`src/qmu_pkg.sv`:
```
// qmu_pkg: shared constants, request/response codes and the allocation map command
// for the queued mutex unit. No dependencies.
`default_nettype none

package qmu_pkg;

  localparam int MUTEX_SLOTS_DEF = 64;
  localparam int QUEUE_DEPTH_DEF = 64;

  localparam int SLOT_W   = 6;
  localparam int THREAD_W = 10;
  localparam int ROW_W    = 32;

  typedef enum logic [1:0] {
    ACT_ALLOC   = 2'd0,
    ACT_DEALLOC = 2'd1,
    ACT_LOCK    = 2'd2,
    ACT_UNLOCK  = 2'd3
  } action_t;

  typedef enum logic [1:0] {
    ST_OK      = 2'd0,
    ST_FULL    = 2'd1,
    ST_REFUSED = 2'd2
  } status_t;

  // command from the sequencer to the in-use map
  typedef struct packed {
    logic clear;
    logic start;
    logic alloc;
    logic commit;
    logic slot_ok;
  } map_cmd_t;

endpackage

`default_nettype wire

```
`src/qmu_alloc_map.sv`:
```
// qmu_alloc_map: in-use bits of all mutex slots, kept in a row memory of 32-bit words,
// with a per-row full flag for the lowest-free-slot search. Depends on qmu_pkg.
`default_nettype none

module qmu_alloc_map #(
  parameter int MUTEX_SLOTS = qmu_pkg::MUTEX_SLOTS_DEF,
  parameter int SW          = (MUTEX_SLOTS > 1) ? $clog2(MUTEX_SLOTS) : 1
) (
  input  logic              clk,
  input  logic              rst,
  input  qmu_pkg::map_cmd_t cmd,
  input  logic [SW-1:0]     slot,
  output logic              found,
  output logic [SW-1:0]     grant
);

  localparam int BW        = qmu_pkg::ROW_W;
  localparam int BS        = $clog2(BW);
  localparam int ROWS      = (MUTEX_SLOTS + BW - 1) / BW;
  localparam int RW        = (ROWS > 1) ? $clog2(ROWS) : 1;
  localparam int XW        = SW + BS;
  localparam int LAST_BITS = MUTEX_SLOTS - BW * (ROWS - 1);
  localparam logic [BW-1:0] ONE      = 1;
  localparam logic [BW-1:0] LAST_PAD = ~((ONE << LAST_BITS) - ONE);

  logic [BW-1:0] row_mem [ROWS];
  logic [BW-1:0] rdata;
  logic [ROWS-1:0] row_full;

  logic [RW-1:0] row_q;
  logic [BS-1:0] bit_q;
  logic          alloc_q;
  logic          found_q;

  logic [XW-1:0] slot_x;
  logic [RW-1:0] slot_row;
  logic [RW-1:0] free_row;
  logic          free_any;
  logic [BW-1:0] pad;
  logic [BW-1:0] row_eff;
  logic [BS-1:0] zbit;
  logic [BW-1:0] set_row;
  logic [BW-1:0] clr_row;

  logic          wr_en;
  logic [RW-1:0] wr_addr;
  logic [BW-1:0] wr_data;

  assign slot_x   = XW'(slot);
  assign slot_row = RW'(slot_x >> BS);

  // lowest row that still has a free slot
  always_comb begin
    free_row = '0;
    free_any = 1'b0;
    for (int r = ROWS - 1; r >= 0; r--) begin
      if (!row_full[r]) begin
        free_row = RW'(r);
        free_any = 1'b1;
      end
    end
  end

  // slots past the end of the table count as taken
  assign pad     = (row_q == RW'(ROWS - 1)) ? LAST_PAD : '0;
  assign row_eff = rdata | pad;

  always_comb begin
    zbit = '0;
    for (int b = BW - 1; b >= 0; b--) begin
      if (!row_eff[b]) begin
        zbit = BS'(b);
      end
    end
  end

  assign set_row = rdata | (ONE << zbit);
  assign clr_row = rdata & ~(ONE << bit_q);
  assign found   = found_q;
  assign grant   = SW'({row_q, zbit});

  always_comb begin
    wr_en   = 1'b0;
    wr_addr = row_q;
    wr_data = set_row;
    if (cmd.clear) begin
      wr_en   = (int'(slot) < ROWS);
      wr_addr = RW'(slot);
      wr_data = '0;
    end else if (cmd.commit && alloc_q) begin
      wr_en = found_q;
    end else if (cmd.commit) begin
      wr_en   = cmd.slot_ok;
      wr_data = clr_row;
    end
  end

  always_ff @(posedge clk) begin
    if (wr_en) begin
      row_mem[wr_addr] <= wr_data;
    end
  end

  always_ff @(posedge clk) begin
    if (cmd.start) begin
      rdata   <= row_mem[cmd.alloc ? free_row : slot_row];
      row_q   <= cmd.alloc ? free_row : slot_row;
      bit_q   <= slot_x[BS-1:0];
      alloc_q <= cmd.alloc;
      found_q <= cmd.alloc & free_any;
    end
  end

  always_ff @(posedge clk) begin
    if (rst) begin
      row_full <= '0;
    end else if (cmd.commit && !cmd.clear) begin
      if (alloc_q && found_q) begin
        row_full[row_q] <= &(set_row | pad);
      end else if (!alloc_q && cmd.slot_ok) begin
        row_full[row_q] <= 1'b0;
      end
    end
  end

endmodule

`default_nettype wire

```
`config.mk`:
```
export PLATFORM = sky130hd
export DESIGN_NAME = qmu_alloc_map
export DESIGN_NICKNAME = d
export VERILOG_FILES = /design/src/qmu_pkg.sv /design/src/qmu_alloc_map.sv
export SDC_FILE = /design/constraint.sdc
export NUM_CORES = 1
export LEC_CHECK = 0
export ABC_AREA = 1
export BUFFER_PORTS_ARGS = -buffer_cell sky130_fd_sc_hd__clkbuf_2
export CORE_AREA = 2 2 157 120
export CTS_CLUSTER_DIAMETER = 100
export DETAILED_ROUTE_END_ITERATION = 10
export DIE_AREA = 0 0 159 122
export PLACE_DENSITY = 0.44
export SYNTH_ARGS = -nofsm -noshare
export SYNTH_HDL_FRONTEND = slang
export SYNTH_SLANG_ARGS = --single-unit
```
`constraint.sdc`:
```
create_clock -name clk -period 2.7 [get_ports clk]
set_clock_uncertainty 0.2 [all_clocks]
set_input_delay 0.135 -clock clk [delete_from_list [all_inputs] [get_ports clk]]
set_output_delay 0.135 -clock clk [all_outputs]
set_load 0.02 [all_outputs]
```
==> impl_metrics.json, run 1 <==
{
  "status": "complete, but fails checks",
  "violations": "negative setup slack",
  "comb_power_share_pct": 15.7,
  "synth_top_area_share_pct": 59.09,
  "p_total_mw": 3.931,
  "routedWlPerCell_um": 17.39,
  "dp_slack_ns": -0.8733,
  "start_util_pct": 29.24,
  "fin_nets": 667,
  "hpwl_um": 11230,
  "slew_violations": 0,
  "synth.top_cells.by_area": "edfxtp_1, nand2_1, mux2_2",
  "fmax_ghz": 0.2760,
  "drtAntennaViolNets": 0,
  "fillers": 1786,
  "holdCritPathClass": "input port to flop",
  "overflow": 0,
  "fp.dieW_um": 159,
  "setup_viol": 66,
  "clk_pin_slew_ns": 0.08,
  "synth_nets": 516,
  "rows": 43,
  "p_switching_mw": 1.028,
  "ys_seq_area_share_pct": 59.85,
  "ys_types": 38,
  "max-cap-violations": 0,
  "crit_required_ns": 2.80,
  "core_um2": 18080,
  "r2r-start": "rdata[30]",
  "yosys_warnings": 0,
  "gp_congestion": 0.9020,
  "viasPerCell": 4.727,
  "intPower_mw": 2.902,
  "hold_viol": 0,
  "crit_fanout": 5,
  "p_clk_share_pct": 35.2,
  "drive_gt1_share_pct": 46.89,
  "crit_path_top_delay_cell": "edfxtp_1",
  "drc": 0,
  "post-route-min-period_ns": 3.624,
  "power_density_nw_per_um2": 508.7,
  "first_iter_violations": 216,
  "swShare_pct": 26.16,
  "syn_inst": 503,
  "slowest_delay_ns": 0.42,
  "fin_util_pct": 42.75,
  "layout_setup_ws_ns": -0.9235,
  "netlist_area_um2": 5285,
  "die_y_um": 122,
  "clk_latency_ns": 0.36,
  "cp_common_cell": "nand2_1",
  "crit_start": "rdata[30]",
  "num_io_pins": 20,
  "cts_root_buf": "clkbuf_16",
  "critPathKind": "flop to flop",
  "period_share_pct": 134.2,
  "clock_path_buffers": 2,
  "cts.sinks": 106,
  "hold_slack_ns": 0.06172,
  "crit_arrival_ns": 3.72,
  "port_buffers": 19,
  "cts_buffers": 9,
  "rsz0062_at_grt": "true",
  "ys_seq_elements": 106,
  "grt_pass1_wl_um": 24640,
  "start_kind": "flop",
  "peakVddDrop_v": 0.0003226,
  "antenna_found_initial": 0,
  "yosysTopAreaCell": "edfxtp_1",
  "antenna_cells": 0,
  "grt.total_usage_pct": 16.73,
  "cts_tree": "yes",
  "tightest_slew_ns": 0.6497,
  "drt_wl_total_um": 15760,
  "stdcell_count": 906,
  "syn2layout_area_growth_pct": 46.21,
  "grt_start_max_net_pins": 33,
  "layout_commonest_cell": "edfxtp_1",
  "p_seq_share_pct": 49.1,
  "die_area_um2": 19400,
  "dr_total_vias": 4283,
  "final_cell_mix": "edfxtp_1, buf_4, nand2_1",
  "leakage_nw": 2.992,
  "cp-end-kind": "flop",
  "first_pass_iters": 4,
  "dp.cells": 855,
  "avgSynthCellArea_um2": 10.51,
  "min_from": "cmd[1]",
  "htreeDepth": 3,
  "grt_pass1_vias": 4357,
  "max_slew_margin_pct": 56.69
}
-- cell families after synthesis --
| family | share of synthesized area [%] |
|---|---|
| AO/OA/AOI/OAI | 11.41 |
| buffers and inverters | 5.185 |
| flip-flops | 59.85 |
| multiplexers | 6.818 |
| AND/OR/NAND/NOR | 16.74 |
-- registers in the layout, summed over array words and instances, names as in the netlist --
register,flops
rdata,32
alloc_q,1
bit_q,5
row_full,2
found,1
row_q,1
row_mem,64
-- cell usage after synthesis --
cell type  instances
nand2_1          108
edfxtp_1         104
inv_1             50
mux2_2            32
o21ai_0           32
a21oi_1           30
nand3_1           30
nor2_1            24
nand4_1            9
o21bai_1           9
clkbuf_1           8
a31oi_1            7
nor3_1             6
o211a_1            6
buf_1              5
nor4_1             4
o21ai_1            4
a21oi_2            3
buf_2              3
nor2_2             3
a211oi_1           2
clkinv_1           2
dfxtp_1            2
inv_2              2
nand2_2            2
nand2_4            2
nor2_4             2
o21bai_2           2
a311oi_1           1
a31oi_2            1
buf_4              1
nand3_2            1
nand3_4            1
nor3_2             1
o311ai_1           1
o31ai_1            1
or2_2              1
or4_1              1
-- power groups by stage --
| stage | Clock [mW] | Combinational (mW) | Sequential [mW] |
|---|---|---|---|
| global route | 1.48 | 0.670 | 1.94 |
| floorplan | 0 | 0.244 | 1.96 |
| finish | 1.38 | 0.616 | 1.93 |
| CTS | 1.42 | 0.556 | 1.93 |
| global placement | 0 | 0.470 | 1.97 |
| detailed placement | 0 | 0.472 | 1.97 |
-- stage by stage --
stage	TNS, ns	area [um2]
3_3_place_gp	-32.90	6464
4_1_cts	-32.32	7307
6_report	-39.58	7727
5_1_grt	-59.75	7727
2_1_floorplan	-1.521	5320
3_5_place_dp	-31.95	6464
-- layout make-up --
type	count	area [um2]	area share, %
flip-flops and latches	106	3163	40.93
repair buffers	157	1304	16.87
multi-input cells	326	2430	31.44
clock buffers	9	225.2	2.915
inverters	54	205.2	2.655
clock inverters	7	91.34	1.182
well taps	247	309.0	3.999
-- worst max-delay path: cells and delay by family (launching register included) --
kind | cells | cell delay, ns
and+or+nand+nor | 35 | 2.45
DFF | 1 | 0.42
AOI/OAI and AO/OA | 2 | 0.29
buffers and inverters | 1 | 0.19
-- path summary, 6_finish.rpt --
kind / slack, ns / cells past startpoint / to
max: -0.92 / 38 / row_full[0]
min: 0.06 / 4 / row_full[0]
max reg2reg: -0.92 / 38 / row_full[0]
min reg2reg: 0.34 / 1 / rdata[5]
-- timing repair --
item                       4_1_cts  5_1_grt
pin swaps                       12       28
hold buffers                     9        0
buffers inserted                23       24
setup endpoints to repair       68       69
hold endpoints to repair        17        0
resized for setup               87       77
-- metal layers --
metal	vias up	routed length, um	global-route usage, %
met3	13	636	2.758
met5	-	0	0
met2	83	6921	25.98
met1	2106	8043	24.51
met4	0	158	3.920
li1	2081	-	-
Power figures use the tool's default switching activity.
==> run 2: changes to the inputs <==
--- a/config.mk
+++ b/config.mk
@@ -6,12 +6,15 @@
 export NUM_CORES = 1
 export LEC_CHECK = 0
 export ABC_AREA = 1
+export ABC_CLOCK_PERIOD_IN_PS = 2700
 export BUFFER_PORTS_ARGS = -buffer_cell sky130_fd_sc_hd__clkbuf_2
-export CORE_AREA = 2 2 157 120
+export CELL_PAD_IN_SITES_DETAIL_PLACEMENT = 0
+export CELL_PAD_IN_SITES_GLOBAL_PLACEMENT = 2
+export CORE_AREA = 10 10 165 128
 export CTS_CLUSTER_DIAMETER = 100
 export DETAILED_ROUTE_END_ITERATION = 10
-export DIE_AREA = 0 0 159 122
-export PLACE_DENSITY = 0.44
+export DIE_AREA = 0 0 175 138
+export PLACE_DENSITY = 0.61
 export SYNTH_ARGS = -nofsm -noshare
 export SYNTH_HDL_FRONTEND = slang
 export SYNTH_SLANG_ARGS = --single-unit
==> run 2 against run 1 <==
  * The flow still finishes with violations (negative setup slack)
  * Final area decreased by 2.9%
  * Sequential power is essentially flat
  * Sequential cell count unchanged
  * Critical path depth grew 1
  * Hold slack improved by 0.020 ns
  * Clock power down 11%
  * Non-clock buffer count shrank 7
  * First-iteration DRC count increased by 11%
  * Core utilization fell by 1.3 points
  * Count of clock-buffer cells in the layout unchanged
  * Worst setup slack better by 0.085 ns
  * Fmax up 2.4%
==> impl_metrics.json, run 2 (synthesis results as in run 1) <==
{
  "status": "complete, but fails checks",
  "violations": "negative setup slack",
  "power_density_nw_per_um2": 499.8,
  "first_iter_violations": 240,
  "rr_endpoint": "row_full[1]",
  "critPathBufInv": 1,
  "hpwl_um": 12130,
  "grt_pass1_wl_um": 25140,
  "post-route-min-period_ns": 3.539,
  "rows": 43,
  "leakage_nw": 2.903,
  "overflow": 0,
  "cp-end-kind": "flop",
  "p_switching_uw": 974.1,
  "grt_start_max_net_pins": 41,
  "slew_violations": 0,
  "critical_path_depth": 39,
  "largestRegisters": "row_mem (64), rdata (32), bit_q (5)",
  "drive_gt1_share_pct": 46.08,
  "start_kind": "flop",
  "port_buffers": 19,
  "hold_slack_ns": 0.08208,
  "holdCritPathClass": "input port to flop",
  "cts_root_buf": "clkbuf_16",
  "setup_tns_ns": -34.23,
  "die_area_um2": 24150,
  "core_um2": 18080,
  "fin_nets": 660,
  "antenna_found_initial": 0,
  "drt_wl_total_um": 16520,
  "grt.total_usage_pct": 13.61,
  "final_cell_mix": "buf_4, edfxtp_1, nand2_1",
  "crit_fanout": 5,
  "peakVddDrop_v": 0.0003104,
  "hold_viol": 0,
  "rsz0062_at_grt": "true",
  "cts_tree": "yes",
  "largest_reg_flops": 64,
  "clock_path_buffers": 2,
  "crit_required_ns": 2.79,
  "max-cap-violations": 0,
  "cp_top_family": "simple AND/OR/NAND/NOR gates",
  "r2r.worst_path.cells": 39,
  "viasPerCell": 4.707,
  "first_pass_iters": 4,
  "cp_common_cell": "nand2_1",
  "crit_path_top_delay_cell": "edfxtp_1",
  "clk_latency_ns": 0.35,
  "tightest_slew_ns": 0.6561,
  "clk_pin_slew_ns": 0.07,
  "htreeDepth": 3,
  "fp.dieW_um": 175,
  "regMostFlops": "row_mem",
  "ff2ff_setup_slack_ns": -0.84,
  "setup_viol": 66,
  "fmax_ghz": 0.2826,
  "layout_setup_ws_ns": -0.8387,
  "drtAntennaViolNets": 0,
  "crit_start": "rdata[30]",
  "p_clk_share_pct": 32.9,
  "cts.sinks": 106,
  "dr_total_vias": 4227,
  "gp_congestion": 0.9024,
  "drc": 0,
  "start_util_pct": 29.24,
  "die_y_um": 138,
  "swShare_pct": 25.99,
  "p_seq_share_pct": 51.5,
  "grt_pass1_vias": 4150,
  "slowest_delay_ns": 0.43,
  "r2r-start": "rdata[30]",
  "whs_path_depth": 4,
  "layout_commonest_cell": "buf_4",
  "antenna_cells": 0,
  "crit_arrival_ns": 3.63,
  "comb_power_share_pct": 15.7,
  "critPathKind": "flop to flop",
  "cts_buffers": 9,
  "period_share_pct": 131.1,
  "syn2layout_area_growth_pct": 41.90,
  "num_io_pins": 20,
  "routedWlPerCell_um": 18.40,
  "intPower_mw": 2.774,
  "max_slew_margin_pct": 56.21,
  "endpoint": "row_full[1]"
}
## run 2: worst min path at each step
stage | start | endpoint | slack [ns]
finish | cmd[1] | row_full[1] | 0.08
global route | cmd[1] | row_full[1] | 0.1
CTS | cmd[1] | row_full[1] | 0.07
detailed placement | slot[1] | bit_q[1] | 0.13
global placement | slot[1] | bit_q[1] | 0.13
floorplan | cmd[2] | alloc_q | 0.03
## run 2: cell type report
class,instances,area [um2]
clock buffer,9,225.2
clock inverter,6,51.30
fill,1797,10580
inverter,54,202.7
multi-input combinational,326,2342
sequential,106,3163
tap,247,309.0
timing repair buffer,150,1206
## run 2: power by group through the flow
stage | Clock [mW] | Sequential (mW) | Combinational (mW)
finish | 1.23 | 1.93 | 0.587
global route | 1.34 | 1.94 | 0.637
CTS | 1.28 | 1.93 | 0.550
detailed placement | 0 | 1.96 | 0.493
global placement | 0 | 1.96 | 0.492
floorplan | 0 | 1.96 | 0.244
## run 2: metrics by stage
step / instances / power, mW / instance area (um2) / worst slack (ns) / utilization [%]
final: 898 / 3.748 / 7500 / -0.8387 / 41.49
after global routing: 898 / 3.911 / 7500 / -1.204 / 41.49
after detailed placement: 862 / 2.458 / 6529 / -0.9669 / 36.12
after CTS: 890 / 3.761 / 7211 / -0.7951 / 39.89
after floorplan: 503 / 2.199 / 5320 / -0.2502 / -
after global placement: 862 / 2.457 / 6529 / -0.9897 / 36.12
## run 2: timing repair
item	4_1_cts	5_1_grt
setup buffers	14	18
gates resized for setup	76	55
setup endpoints to repair	68	68
pin swaps	15	27
hold buffers	8	0
endpoints found under the hold margin	11	0
## run 2: per-layer routing
layer | part of all wire [%] | vias up | wire length (um) | track usage [%]
met2 | 42 | 56 | 6903 | 18.97
met3 | 2.8 | 12 | 463 | 2.476
li1 | - | 2078 | - | -
met4 | 1.1 | 0 | 179 | 3.606
met1 | 54 | 2081 | 8973 | 20.82
met5 | 0 | - | 0 | 0
## run 2: worst min-delay path, cell delays in order
cell and delay (ns):
clkbuf_2 0.09, nand3_1 0.17, a211oi_1 0.09, a21oi_2 0.11
